[src/hdl/mchb_pkg.sv]
// Shared types, codes and sizes of the multi-channel history buffer.
package mchb_pkg;

   localparam int DEFAULT_CHANNELS  = 4;
   localparam int DEFAULT_MAX_DEPTH = 16;

   // A history request never emits more than this many transfers.
   localparam int RESULT_LIMIT = 16;

   localparam int FUNC_W      = 2;
   localparam int CHAN_W      = 2;
   localparam int SAMPLE_W    = 32;
   localparam int INDEX_W     = 8;
   localparam int TIME_W      = 32;
   localparam int STAMP_W     = 16;
   localparam int COUNT_W     = 5;
   localparam int DEPTH_REG_W = 5;
   localparam int ENABLE_W    = 4;
   localparam int CSR_DATA_W  = 32;
   localparam int CSR_ADDR_W  = 3;
   localparam int ENTRY_W     = STAMP_W + SAMPLE_W;
   localparam int RESULT_W    = $clog2(RESULT_LIMIT + 1);

   localparam logic [DEPTH_REG_W-1:0] DEPTH_RESET = 5'd16;

   localparam logic [FUNC_W-1:0] FUNC_ADD  = 2'd0;
   localparam logic [FUNC_W-1:0] FUNC_READ = 2'd1;
   localparam logic [FUNC_W-1:0] FUNC_HIST = 2'd2;

   localparam logic REG_DEPTH  = 1'b0;
   localparam logic REG_ENABLE = 1'b1;

   typedef enum logic [1:0] {
      ST_IDLE,
      ST_READ,
      ST_HIST
   } state_type;

endpackage

[src/hdl/multi_channel_history_buffer.sv]
// Top level of the multi-channel history buffer: control, channel state, entry RAM and result register.
//
//   channel   direction  handshake                      payload
//   request   in         start high, busy low           req_func .. req_now_seconds
//   response  out        rsp_valid for one cycle        rsp_value .. rsp_last
//   config    in         psel, penable, pwrite, pready  paddr, pwdata, prdata
//
// An add does not raise busy; its result shows in the cycle after the transfer.
// A read passes the read state; a history request stays in the history state while it
// emits; each entry comes out of the entry RAM, whose registered read port yields one entry a cycle.
// A history request with nothing to emit and an unused function code leave the control idle.
// Synchronous reset empties every channel at once; the entry RAM needs no clearing.
// Results cannot be held off, so busy alone paces the requester.
module multi_channel_history_buffer #(
   parameter int CHANNELS  = mchb_pkg::DEFAULT_CHANNELS,
   parameter int MAX_DEPTH = mchb_pkg::DEFAULT_MAX_DEPTH
) (
   input  logic                                    clock,
   input  logic                                    reset,
   input  logic                                    start,
   output logic                                    busy,
   input  logic        [mchb_pkg::FUNC_W-1:0]      req_func,
   input  logic        [mchb_pkg::CHAN_W-1:0]      req_channel,
   input  logic signed [mchb_pkg::SAMPLE_W-1:0]    req_sample,
   input  logic        [mchb_pkg::INDEX_W-1:0]     req_entry_index,
   input  logic        [mchb_pkg::INDEX_W-1:0]     req_want_count,
   input  logic        [mchb_pkg::TIME_W-1:0]      req_now_seconds,
   output logic                                    rsp_valid,
   output logic signed [mchb_pkg::SAMPLE_W-1:0]    rsp_value,
   output logic        [mchb_pkg::STAMP_W-1:0]     rsp_stamp,
   output logic signed [mchb_pkg::TIME_W-1:0]      rsp_age,
   output logic        [mchb_pkg::COUNT_W-1:0]     rsp_stored_count,
   output logic                                    rsp_found,
   output logic                                    rsp_last,
   input  logic                                    psel,
   input  logic                                    penable,
   input  logic                                    pwrite,
   input  logic        [mchb_pkg::CSR_ADDR_W-1:0]  paddr,
   input  logic        [mchb_pkg::CSR_DATA_W-1:0]  pwdata,
   output logic        [mchb_pkg::CSR_DATA_W-1:0]  prdata,
   output logic                                    pready
);

   import mchb_pkg::*;

   localparam int FW       = $clog2(MAX_DEPTH + 1);
   localparam int PW       = MAX_DEPTH > 1 ? $clog2(MAX_DEPTH) : 1;
   localparam int SW       = $clog2(2 * MAX_DEPTH);
   localparam int CH_W     = $clog2(CHANNELS > 1 ? CHANNELS : 2);
   localparam int SLOTS    = CHANNELS * MAX_DEPTH;
   localparam int AW       = $clog2(SLOTS > 1 ? SLOTS : 2);
   localparam int CLEAR_CH = CHANNELS < ENABLE_W ? CHANNELS : ENABLE_W;

   state_type st_ff, st_in;

   logic [DEPTH_REG_W-1:0] depth_ff, depth_in;
   logic [ENABLE_W-1:0]    enable_ff, enable_in;
   logic [FW-1:0]          fill_ff [CHANNELS];
   logic [FW-1:0]          fill_in [CHANNELS];
   logic [PW-1:0]          old_ff  [CHANNELS];
   logic [PW-1:0]          old_in  [CHANNELS];

   logic [CH_W-1:0]     ch_ff, ch_in;
   logic [FW-1:0]       cur_fill_ff, cur_fill_in;
   logic [PW-1:0]       cur_old_ff, cur_old_in;
   logic [RESULT_W-1:0] n_ff, n_in;
   logic [RESULT_W-1:0] idx_ff, idx_in;
   logic [TIME_W-1:0]   now_ff, now_in;
   logic                hit_ff, hit_in;

   logic                rsp_valid_ff, rsp_valid_in;
   logic [SAMPLE_W-1:0] value_ff, value_in;
   logic [STAMP_W-1:0]  stamp_ff, stamp_in;
   logic [TIME_W-1:0]   age_ff, age_in;
   logic [COUNT_W-1:0]  count_ff, count_in;
   logic                found_ff, found_in;
   logic                last_ff, last_in;

   logic                accept, cfg_wr;
   logic [CH_W-1:0]     ch_ix;
   logic                ok;
   logic [FW-1:0]       live_fill;
   logic [PW-1:0]       live_old;
   logic [FW-1:0]       eff_depth;
   logic                full;
   logic [FW-1:0]       add_fill;
   logic [PW-1:0]       add_old;
   logic [PW-1:0]       add_pos;
   logic                rd_hit;
   logic [INDEX_W-1:0]  fill8, nsel;
   logic [RESULT_W-1:0] hist_n;
   logic                hist_go;
   logic                hist_last;

   logic [CH_W-1:0]     sel_ch;
   logic [FW-1:0]       sel_fill;
   logic [PW-1:0]       sel_old;
   logic [SW-1:0]       sel_i;

   logic                ram_we;
   logic [AW-1:0]       ram_waddr, ram_raddr;
   logic [ENTRY_W-1:0]  ram_wdata, ram_rdata;
   logic [SAMPLE_W-1:0] rd_sample;
   logic [STAMP_W-1:0]  rd_stamp;

   // Ring positions stay below twice the depth, so one subtract brings them back.
   function automatic logic [PW-1:0] wrap(input logic [SW-1:0] p);
      if (32'(p) >= MAX_DEPTH) begin
         return PW'(p - SW'(MAX_DEPTH));
      end
      return PW'(p);
   endfunction

   function automatic logic [AW-1:0] slot(input logic [CH_W-1:0] c, input logic [PW-1:0] p);
      return AW'(AW'(c) * AW'(MAX_DEPTH) + AW'(p));
   endfunction

   assign accept    = start && !busy;
   assign cfg_wr    = psel && penable && pwrite && pready;
   assign pready    = 1'b1;
   assign prdata    = (paddr[2] == REG_ENABLE) ? CSR_DATA_W'(enable_ff)
                                               : CSR_DATA_W'(depth_ff);

   assign ch_ix     = CH_W'(req_channel);
   assign ok        = (32'(req_channel) < CHANNELS) && enable_ff[req_channel];
   assign live_fill = ok ? fill_ff[ch_ix] : '0;
   assign live_old  = ok ? old_ff[ch_ix] : '0;

   always_comb begin
      if (32'(depth_ff) > MAX_DEPTH) begin
         eff_depth = FW'(MAX_DEPTH);
      end else if (depth_ff == '0) begin
         eff_depth = FW'(1);
      end else begin
         eff_depth = FW'(depth_ff);
      end
   end

   // When the channel is full (or over a lowered depth) the oldest entries are dropped.
   // The newest slot is oldest plus count in either case.
   assign full     = live_fill >= eff_depth;
   assign add_fill = full ? eff_depth : live_fill + FW'(1);
   assign add_old  = full ? wrap(SW'(live_old) + SW'(live_fill) - SW'(eff_depth) + SW'(1))
                          : live_old;
   assign add_pos  = wrap(SW'(live_old) + SW'(live_fill));

   assign rd_hit    = ok && (req_entry_index < INDEX_W'(live_fill));
   assign fill8     = INDEX_W'(live_fill);
   assign nsel      = (req_want_count < fill8) ? req_want_count : fill8;
   assign hist_n    = (32'(nsel) > RESULT_LIMIT) ? RESULT_W'(RESULT_LIMIT) : RESULT_W'(nsel);
   assign hist_go   = ok && (hist_n != '0);
   assign hist_last = idx_ff == n_ff - RESULT_W'(1);

   assign ram_waddr = slot(ch_ix, add_pos);
   assign ram_wdata = {req_now_seconds[STAMP_W-1:0], req_sample};
   assign rd_sample = ram_rdata[SAMPLE_W-1:0];
   assign rd_stamp  = ram_rdata[ENTRY_W-1:SAMPLE_W];

   mchb_ram #(
      .WIDTH(ENTRY_W),
      .DEPTH(SLOTS)
   ) u_entries (
      .clock(clock),
      .we(ram_we),
      .waddr(ram_waddr),
      .wdata(ram_wdata),
      .raddr(ram_raddr),
      .rdata(ram_rdata)
   );

   // Next state.
   always_comb begin
      st_in = st_ff;
      case (st_ff)
         ST_IDLE: begin
            if (accept && req_func == FUNC_READ) begin
               st_in = ST_READ;
            end else if (accept && req_func == FUNC_HIST && hist_go) begin
               st_in = ST_HIST;
            end
         end
         ST_READ: st_in = ST_IDLE;
         ST_HIST: begin
            if (hist_last) begin
               st_in = ST_IDLE;
            end
         end
         default: st_in = ST_IDLE;
      endcase
   end

   // State outputs: busy and the RAM read address.
   always_comb begin
      busy     = 1'b1;
      sel_ch   = ch_ix;
      sel_fill = live_fill;
      sel_old  = live_old;
      sel_i    = '0;
      case (st_ff)
         ST_IDLE: begin
            busy = 1'b0;
            if (req_func == FUNC_READ) begin
               sel_i = SW'(req_entry_index);
            end
         end
         ST_HIST: begin
            sel_ch   = ch_ff;
            sel_fill = cur_fill_ff;
            sel_old  = cur_old_ff;
            sel_i    = SW'(idx_ff) + SW'(1);
         end
         default: ;
      endcase
      ram_raddr = slot(sel_ch, wrap(SW'(sel_old) + SW'(sel_fill) - SW'(1) - sel_i));
   end

   // Datapath next values.
   always_comb begin
      depth_in     = depth_ff;
      enable_in    = enable_ff;
      fill_in      = fill_ff;
      old_in       = old_ff;
      ch_in        = ch_ff;
      cur_fill_in  = cur_fill_ff;
      cur_old_in   = cur_old_ff;
      n_in         = n_ff;
      idx_in       = idx_ff;
      now_in       = now_ff;
      hit_in       = hit_ff;
      rsp_valid_in = 1'b0;
      value_in     = value_ff;
      stamp_in     = stamp_ff;
      age_in       = age_ff;
      count_in     = count_ff;
      found_in     = found_ff;
      last_in      = last_ff;
      ram_we       = 1'b0;

      if (cfg_wr) begin
         case (paddr[2])
            REG_DEPTH: depth_in = pwdata[DEPTH_REG_W-1:0];
            REG_ENABLE: begin
               enable_in = pwdata[ENABLE_W-1:0];
               // A channel that is switched on starts out empty.
               for (int c = 0; c < CLEAR_CH; c++) begin
                  if (pwdata[c] && !enable_ff[c]) begin
                     fill_in[c] = '0;
                     old_in[c]  = '0;
                  end
               end
            end
            default: ;
         endcase
      end

      case (st_ff)
         ST_IDLE: begin
            if (accept) begin
               ch_in       = ch_ix;
               cur_fill_in = live_fill;
               cur_old_in  = live_old;
               now_in      = req_now_seconds;
               hit_in      = rd_hit;
               n_in        = hist_n;
               idx_in      = '0;
               if (req_func == FUNC_ADD) begin
                  rsp_valid_in = 1'b1;
                  last_in      = 1'b1;
                  age_in       = '0;
                  found_in     = ok;
                  if (ok) begin
                     ram_we          = 1'b1;
                     fill_in[ch_ix]  = add_fill;
                     old_in[ch_ix]   = add_old;
                     value_in        = req_sample;
                     stamp_in        = req_now_seconds[STAMP_W-1:0];
                     count_in        = COUNT_W'(add_fill);
                  end else begin
                     value_in = '0;
                     stamp_in = '0;
                     count_in = '0;
                  end
               end
            end
         end
         ST_READ: begin
            rsp_valid_in = 1'b1;
            value_in     = hit_ff ? rd_sample : '0;
            stamp_in     = hit_ff ? rd_stamp : '0;
            age_in       = '0;
            count_in     = COUNT_W'(cur_fill_ff);
            found_in     = hit_ff;
            last_in      = 1'b1;
         end
         ST_HIST: begin
            rsp_valid_in = 1'b1;
            value_in     = rd_sample;
            stamp_in     = rd_stamp;
            age_in       = now_ff - TIME_W'(rd_stamp);
            count_in     = COUNT_W'(cur_fill_ff);
            found_in     = 1'b1;
            last_in      = hist_last;
            idx_in       = idx_ff + RESULT_W'(1);
         end
         default: ;
      endcase
   end

   always_ff @(posedge clock) begin
      if (reset) begin
         st_ff        <= ST_IDLE;
         depth_ff     <= DEPTH_RESET;
         enable_ff    <= '0;
         rsp_valid_ff <= 1'b0;
         for (int c = 0; c < CHANNELS; c++) begin
            fill_ff[c] <= '0;
            old_ff[c]  <= '0;
         end
      end else begin
         st_ff        <= st_in;
         depth_ff     <= depth_in;
         enable_ff    <= enable_in;
         rsp_valid_ff <= rsp_valid_in;
         fill_ff      <= fill_in;
         old_ff       <= old_in;
      end
   end

   always_ff @(posedge clock) begin
      ch_ff       <= ch_in;
      cur_fill_ff <= cur_fill_in;
      cur_old_ff  <= cur_old_in;
      n_ff        <= n_in;
      idx_ff      <= idx_in;
      now_ff      <= now_in;
      hit_ff      <= hit_in;
      value_ff    <= value_in;
      stamp_ff    <= stamp_in;
      age_ff      <= age_in;
      count_ff    <= count_in;
      found_ff    <= found_in;
      last_ff     <= last_in;
   end

   assign rsp_valid        = rsp_valid_ff;
   assign rsp_value        = value_ff;
   assign rsp_stamp        = stamp_ff;
   assign rsp_age          = age_ff;
   assign rsp_stored_count = count_ff;
   assign rsp_found        = found_ff;
   assign rsp_last         = last_ff;

`ifndef ASSERT_OFF
   // A read transfer yields exactly one final result through the read state and the result register.
   a_read_result: assert property (@(posedge clock) disable iff (reset)
      accept && req_func == FUNC_READ |=> ##1 rsp_valid && rsp_last)
      else $error("read transfer did not produce its result");

   // A history request with entries to emit enters the emit loop.
   a_hist_enter: assert property (@(posedge clock) disable iff (reset)
      accept && req_func == FUNC_HIST && hist_go |=> st_ff == ST_HIST)
      else $error("history request did not start emitting");

   // The emit loop never runs past the clipped count or on an empty channel.
   a_hist_bound: assert property (@(posedge clock) disable iff (reset)
      st_ff == ST_HIST |-> idx_ff < n_ff && cur_fill_ff != '0)
      else $error("history index ran past its count");

   // The last history entry goes out as the final result of its request.
   a_hist_end: assert property (@(posedge clock) disable iff (reset)
      st_ff == ST_HIST && hist_last |=> rsp_valid && rsp_last)
      else $error("history did not end cleanly");
`endif

endmodule

[src/hdl/mchb_ram.sv]
// Generic simple dual-port RAM with one write port and a registered read port.
module mchb_ram #(
   parameter int WIDTH = mchb_pkg::ENTRY_W,
   parameter int DEPTH = mchb_pkg::DEFAULT_CHANNELS * mchb_pkg::DEFAULT_MAX_DEPTH,
   localparam int AW = $clog2(DEPTH > 1 ? DEPTH : 2)
) (
   input  logic             clock,
   input  logic             we,
   input  logic [AW-1:0]    waddr,
   input  logic [WIDTH-1:0] wdata,
   input  logic [AW-1:0]    raddr,
   output logic [WIDTH-1:0] rdata
);

   logic [WIDTH-1:0] mem_ff [DEPTH];
   logic [WIDTH-1:0] rdata_ff;

   always_ff @(posedge clock) begin
      if (we) begin
         mem_ff[waddr] <= wdata;
      end
      rdata_ff <= mem_ff[raddr];
   end

   assign rdata = rdata_ff;

endmodule
[config.mk]
export PLATFORM = sky130hd
export DESIGN_NAME = multi_channel_history_buffer
export DESIGN_NICKNAME = d
export VERILOG_FILES = /design/src/hdl/mchb_pkg.sv /design/src/hdl/multi_channel_history_buffer.sv /design/src/hdl/mchb_ram.sv
export SDC_FILE = /design/constraint.sdc
export NUM_CORES = 2
export LEC_CHECK = 0
export BUFFER_PORTS_ARGS = -buffer_cell sky130_fd_sc_hd__buf_2
export CAP_MARGIN = 15
export CELL_PAD_IN_SITES_DETAIL_PLACEMENT = 0
export CELL_PAD_IN_SITES_GLOBAL_PLACEMENT = 1
export CORE_ASPECT_RATIO = 1.2
export CORE_UTILIZATION = 25
export DETAILED_ROUTE_END_ITERATION = 8
export HOLD_SLACK_MARGIN = 0.06
export PLACE_DENSITY = 0.38
export SETUP_SLACK_MARGIN = 0.4
export SYNTH_ARGS = -nofsm -noshare
export SYNTH_HDL_FRONTEND = slang
export SYNTH_SLANG_ARGS = --single-unit
[constraint.sdc]
create_clock -name clock -period 18.2 [get_ports clock]
set_input_delay 3.64 -clock clock [delete_from_list [all_inputs] [get_ports clock]]
set_output_delay 3.64 -clock clock [all_outputs]
set_load 0.02 [all_outputs]
After elaboration in Yosys (flattened, before gate mapping)
Memories as Yosys holds them, arrays and structs flattened. A register that Yosys moved wholly into a read port is not among the register bits.
Index checks and enable logic that the tools add are counted.
{"block": "op_classes", "n_addsub": 15, "order_cmp": 11, "eq_ne": 9, "mux": 96, "n_bitwise": 2, "reduce_logical": 32}
{"cell": "$mux 32", "count": 6}
{"cell": "$pmux 32 s3", "count": 2}
{"cell": "$mux 16", "count": 10}
{"cell": "$mux 20", "count": 6}
{"cell": "$mux 5", "count": 19}
{"cell": "$mux 4", "count": 16}
{"cell": "$pmux 16 s3", "count": 1}
{"cell": "$sub 32x16->32", "count": 1}
{"cell": "$pmux 5 s2", "count": 3}
{"cell": "$bwmux 20", "count": 1}
{"cell": "$mux 1", "count": 17}
{"cell": "$bwmux 16", "count": 1}
{"cell": "$lt 8x5->1", "count": 2}
{"cell": "$add 5x1->5 const B", "count": 3}
{"cell": "$ge 5x5->1 const B", "count": 3}
{"cell": "$logic_and 1x1->1", "count": 13}
{"cell": "$add 6x4->6", "count": 2}
{"cell": "$sub 4x1->4 const B", "count": 3}
{"cell": "$add 4x5->5", "count": 2}
{"cell": "$bmux 5 s2", "count": 1}
{"cell": "$demux 5 s2", "count": 1}
{"cell": "$reduce_and 2->1", "count": 5}
{"cell": "$sub 5x1->5 const B", "count": 2}
{"cell": "$sub 5x5->5", "count": 2}
{"cell": "30 further kinds", "count": 43}
{"block": "totals", "reg_bits": 189, "mem_bits_rw": 3072, "in_bits": 125, "output_inout_bits": 122, "word_cells": 191, "n_memories": 1}
{"name": "u_entries.mem_ff", "depth": 64, "word_bits": 48, "read_ports": 1, "rd_ports_with_merged_regs": 1, "write_ports": 1, "line_no": "mchb_ram.sv:15", "rtl": "logic [WIDTH-1:0] mem_ff [DEPTH];"}

Logic depth before layout (Yosys ltp)
{"block": "logic_depth", "word_depth": 17, "ltp_mapped": 20, "depth_no_buf": 17}

Cells and area by module
From an unflattened synthesis, not the netlist that was laid out.
{"block": "hier_totals", "cells_unflattened": 5849, "hier_area_um2": 126993.0}
{"mod": "mchb_ram", "n_inst": 1, "cells_each": 4970, "area_each_um2": 117129.8, "seq_area_each_um2": 93209.4}
{"mod": "multi_channel_history_buffer", "n_inst": 1, "cells_each": 879, "area_each_um2": 9863.2, "seq_area_each_um2": 5195.0}

Worst setup path after synthesis
OpenSTA, ideal clock, no wires.
{"block": "synth_path", "kind": "input port to flip-flop", "from": "input req_channel[0] (netlist name)", "to": "memory u_entries.mem_ff[48][0] (netlist name), enable pin", "setup_ns": 0.454, "arrival_time_ns": 8.229, "required_ns": 17.746, "setup_slack_ns": 9.517, "path_stages": 11, "n_path_buf": 2, "path_cell_list": "buf_2 > mux4_2 > clkbuf_1 > nand2_1 > inv_1 > ha_1 > a21o_1 > a21oi_1 > xnor2_1 > nand3_1 > nor2_1"}
{"block": "synth_via", "elab_chain_len": 10, "word_cells_on_any_way": 24, "cone_classes": "add/sub (3); order compare (1); mux (19); bitwise (1)"}
{"element": "start: declaration", "line_no": "multi_channel_history_buffer.sv:23", "rtl": "input logic [mchb_pkg::CHAN_W-1:0] req_channel,"}
{"element": "$not 2->3 (implied by the code)", "line_no": "multi_channel_history_buffer.sv:126", "rtl": "assign live_fill = ok ? fill_ff[ch_ix] : '0;"}
{"element": "$bmux 5 s2", "line_no": "multi_channel_history_buffer.sv:126"}
{"element": "$mux 5 (implied by the code) (2 in a row)", "line_no": "multi_channel_history_buffer.sv:126"}
{"element": "$mux 5 (*)", "line_no": "multi_channel_history_buffer.sv:126"}
{"element": "named net live_fill[1]", "line_no": "multi_channel_history_buffer.sv:82", "rtl": "logic [FW-1:0] live_fill;"}
{"element": "$add 4x5->5 (*)", "line_no": "multi_channel_history_buffer.sv:145", "rtl": "assign add_pos = wrap(SW'(live_old) + SW'(live_fill));"}
{"element": "$sub 4x1->4 or $ge 5x5->1 (tied branches)", "line_no": "multi_channel_history_buffer.sv:109, multi_channel_history_buffer.sv:108"}
{"element": "$mux 4 or $mux 1 (tied branches)", "line_no": "multi_channel_history_buffer.sv:108", "rtl": "if (32'(p) >= MAX_DEPTH) begin"}
{"element": "$mux 4 (*)", "line_no": "multi_channel_history_buffer.sv:111", "rtl": "return PW'(p);"}
{"element": "$add 6x4->6 (*)", "line_no": "multi_channel_history_buffer.sv:115", "rtl": "return AW'(AW'(c) * AW'(MAX_DEPTH) + AW'(p));"}
{"element": "end: declaration", "line_no": "mchb_ram.sv:15"}
The timed path passes the listed nets; every way through them passes the cells marked *. The select of a mux whose other input is x is not followed.

Final worst setup path
{"block": "layout_path", "from": "input req_channel[0] (netlist name)", "to": "register u_entries.rdata_ff[24], in the netlist u_entries.rdata[24], read port of u_entries.mem_ff"}
{"block": "layout_via", "elab_chain_len": 13, "word_cells_on_any_way": 23, "cone_classes": "add/sub (5); order compare (1); mux (16); bitwise (1)"}
{"element": "$not 2->3 (implied by the code)", "line_no": "multi_channel_history_buffer.sv:126, multi_channel_history_buffer.sv:127"}
{"element": "$bmux 4 s2 or $bmux 5 s2 (tied branches)", "line_no": "multi_channel_history_buffer.sv:127, multi_channel_history_buffer.sv:126"}
{"element": "$mux 4 (implied by the code) or $mux 5 (tied branches) (2 in a row)", "line_no": "multi_channel_history_buffer.sv:127, multi_channel_history_buffer.sv:126"}
{"element": "$mux 4 or $mux 5 (tied branches)", "line_no": "multi_channel_history_buffer.sv:127, multi_channel_history_buffer.sv:126"}
{"element": "$mux 4 or $mux 5 (tied branches)", "line_no": "multi_channel_history_buffer.sv:199", "rtl": "case (st_ff)"}
{"element": "$add 4x5->5", "line_no": "multi_channel_history_buffer.sv:214", "rtl": "ram_raddr = slot(sel_ch, wrap(SW'(sel_old) + SW'(sel_fill) - SW'(1) - sel_i));"}
{"element": "$sub 5x1->5", "line_no": "multi_channel_history_buffer.sv:214"}
{"element": "$sub 5x5->5", "line_no": "multi_channel_history_buffer.sv:214"}
{"element": "$sub 4x1->4 or $ge 5x5->1 (tied branches)", "line_no": "multi_channel_history_buffer.sv:109, multi_channel_history_buffer.sv:108"}
{"element": "$mux 4 or $mux 1 (tied branches)", "line_no": "multi_channel_history_buffer.sv:108"}
{"element": "$mux 4", "line_no": "multi_channel_history_buffer.sv:111"}
{"element": "$add 6x4->6 (*)", "line_no": "multi_channel_history_buffer.sv:115"}
{"element": "end: declaration", "line_no": "mchb_ram.sv:16", "rtl": "logic [WIDTH-1:0] rdata_ff;"}
Mark *: on every way between the ends. The rest lies on a longest branch, timed or not. The select of a mux whose other input is x is not followed.
A chain may end at the register's enable or synchronous reset.

==> impl_metrics.json <==
{
  "r2r_end": "u_entries.rdata[24]",
  "fin_tns_setup_ns": 0,
  "setup_viol": 0,
  "vias": 61459,
  "die_h_um": 779,
  "cts_tree": "yes",
  "cp_max_fo": 54,
  "crit_slowest_cell": "mux4_2",
  "area_growth_pct": 17.8,
  "synthArstFlopShare_pct": 0,
  "grt_pass1_vias": 65543,
  "synth.cell_area_um2": 126000,
  "grt_first_pass_wirelength_um": 564000,
  "ios": 247,
  "regToRegSetupSlack_ns": 11.52,
  "drt_first_pass_iters": 5,
  "max_freq_mhz": 104,
  "nets": 6328,
  "cpPeakStageDelay_ns": 0.84,
  "ant_nets": 0,
  "crit_path_frequent_cell": "buf_4",
  "cts_root_buffer": "clkbuf_16",
  "fp.dieW_um": 649,
  "crit_required_ns": 19.04,
  "drc_errors": 0,
  "arrival_ns": 10.46,
  "final_layout_size_suffix_gt1_share_pct": 28.1,
  "hold_violations": 0,
  "cts_max_level": 5,
  "post-route-min-period_ns": 9.61,
  "met1_length_um": 179000,
  "cap_violations": 0,
  "total_power_uw": 16400,
  "cp_cell_sequence": "buf_2, mux4_2, nand2_1, nor2_1, a21oi_1, fa_1, inv_1, ha_4, buf_4, buf_4, buf_4, mux4_2, a22o_1, a221oi_1, a31oi_1",
  "end_kind": "flop",
  "rr_worst_depth": 14,
  "port_buffers": 189,
  "core-area_um2": 500000,
  "rsz0062_at_grt": "false",
  "powerDensity_nw_per_um2": 111,
  "leakage_uw": 0.0454,
  "antenna_found_initial": 22,
  "ys_types": 63,
  "ys_warn_count": 0,
  "drt_iter0_drc": 5043,
  "timing.slew.headroom_pct": 22.7,
  "clockBufferDepth": 4,
  "grt_usage_pct": 16.1,
  "row_count": 284,
  "syn_avg_cell_area_um2": 22.2,
  "r2r-start": "enable_ff[1]",
  "die_area_um2": 505000,
  "vdd_ir_drop_max_mv": 0.0801,
  "cts_resized": 0,
  "gp_congestion": 0.706,
  "cts_hold_buf": 0,
  "synth_edf_count": 3213,
  "fin_crit_sh_pct": 52.8,
  "clock-sinks": 3309,
  "slew_violations": 0,
  "wl_met2_um": 210000,
  "grt_start_max_net_pins": 118,
  "wl_per_cell_um": 31.7,
  "syn_inst": 5654,
  "dp_hpwl_um": 223000,
  "grt.overflow.total": 0,
  "start_util_pct": 25.1,
  "via_per_inst": 4.71,
  "fin_skew_ns": 0.0842,
  "clkTransAtPathRegs_ns": 0.06,
  "dr.max_layer_used": "met4",
  "drt_wl_total_um": 414000,
  "cp-start-kind": "primary input",
  "dr_wl_met3_um": 16700,
  "tightest_slew_ns": 1.16,
  "synthFlopType": "edfxtp_1",
  "status": "complete, no violations",
  "post_cts_buffers": 0,
  "path_class": "primary input to flop",
  "clock_latency_ns": 1.01,
  "seq_area_frac_synth_pct": 78.3,
  "min_path_type": "flop to flop",
  "startpoint": "req_channel[0]",
  "crit_end": "u_entries.rdata[24]",
  "cts_buffers": 374,
  "ys_seq_elements": 3309
}
per-layer routing:
metal,track usage (%),vias to the layer above
met5,0,-
met4,3.39,0
met3,2.02,454
met2,28.2,1520
met1,21.3,34290
li1,-,25195
stage by stage:
step                      hold WS [ns]  instance area, um^2  util, %  setup WS, ns  cells
final                            0.498               148000     29.6          8.59  13048
after global routing             0.532               148000     29.6          8.25  13043
after CTS                        0.500               148000     29.6          8.58  13037
after detailed placement         0.486               136000     27.2          7.45  12350
after global placement           0.474               136000     27.2          7.42  12350
after floorplan                  0.459               126000        -          9.52   5680
report_power, final:
part	internal (uW)	switching, uW
Combinational	216	424
Clock	4180	3170
Sequential	8380	20.9
layout make-up:
| cell class | count | area [um^2] |
|---|---|---|
| Antenna cell | 7 | 17.5 |
| Clock buffer | 506 | 10200 |
| Clock inverter | 181 | 1560 |
| Fill cell | 48706 | 352000 |
| Inverter | 47 | 176 |
| Multi-Input combinational cell | 1993 | 26400 |
| Sequential cell | 3309 | 98400 |
| Tap cell | 6578 | 8230 |
| Timing Repair Buffer | 427 | 2970 |
worst min-delay path by stage:
stage	startpoint	endpoint	slack, ns	cells after the start
3_3_place_gp	fill_ff[3]	fill_ff[3]	0.47	2
5_1_grt	old_ff[5]	old_ff[5]	0.53	2
6_report	fill_ff[10]	fill_ff[10]	0.50	2
3_5_place_dp	fill_ff[10]	fill_ff[10]	0.49	2
2_1_floorplan	fill_ff[7]	fill_ff[7]	0.46	2
4_1_cts	fill_ff[10]	fill_ff[10]	0.50	2
layout by cell type (no fill, tap or decap), types with 9 or more instances in the layout:
cell type,n
a21oi_1,40
a221oi_1,94
a22o_1,144
a22oi_1,192
a31oi_1,76
buf_12,19
buf_2,189
buf_4,219
bufinv_16,18
clkbuf_1,103
clkbuf_16,377
clkbuf_8,26
clkinv_1,77
clkinv_2,54
clkinv_8,14
conb_1,28
dfxtp_1,96
edfxtp_1,3213
ha_1,43
inv_1,46
inv_6,9
mux2i_1,20
mux4_2,778
nand2_1,44
nand2b_1,9
nand3_1,18
nand4_1,47
nor2_1,166
nor2_4,64
nor3_1,10
o21a_1,15
o21ai_0,36
xnor2_1,18
xor2_1,13
cells by family (layout without fill, tap and decap cells):
| kind of cell | Yosys count | count (layout) | synth area share, % |
|---|---|---|---|
| AND/OR/NAND/NOR | 431 | 431 | 1.64 |
| other | 2 | 35 | 0.00598 |
| XOR/XNOR | 32 | 32 | 0.223 |
| flip-flops | 3309 | 3309 | 78.3 |
| AO/OA/AOI/OAI | 647 | 647 | 3.89 |
| buffers and inverters | 378 | 1161 | 1.22 |
| multiplexers | 804 | 804 | 14.2 |
| adder cells (fa/ha/maj) | 51 | 51 | 0.550 |
flip-flops by register name (all words and copies together), names as in the netlist, 16 cells and up:
| name | flops |
|---|---|
| old_ff | 16 |
| rsp_value | 32 |
| rsp_stamp | 16 |
| rsp_age | 32 |
| u_entries.rdata | 48 |
| u_entries.mem_ff | 3072 |
| now_ff | 32 |
| fill_ff | 20 |
worst max-delay path: cells and delay by family:
family	cells	cell delay, ns
compound gates	4	1.00
buf+inv	5	2.90
fa+ha+maj	2	0.99
simple gates	2	0.45
mux	2	1.25
cell usage after synthesis (47+ instances only):
cell type	instances	area share (%)
a221oi_1	94	0.66
a22o_1	144	1.0
a22oi_1	192	1.1
a31oi_1	76	0.38
buf_1	81	0.24
clkbuf_1	218	0.65
dfxtp_1	96	1.5
edfxtp_1	3213	77
inv_1	47	0.14
mux4_2	778	14
nand4_1	47	0.23
nor2_1	230	0.69
No activity file was read; power rests on OpenSTA's default activity.
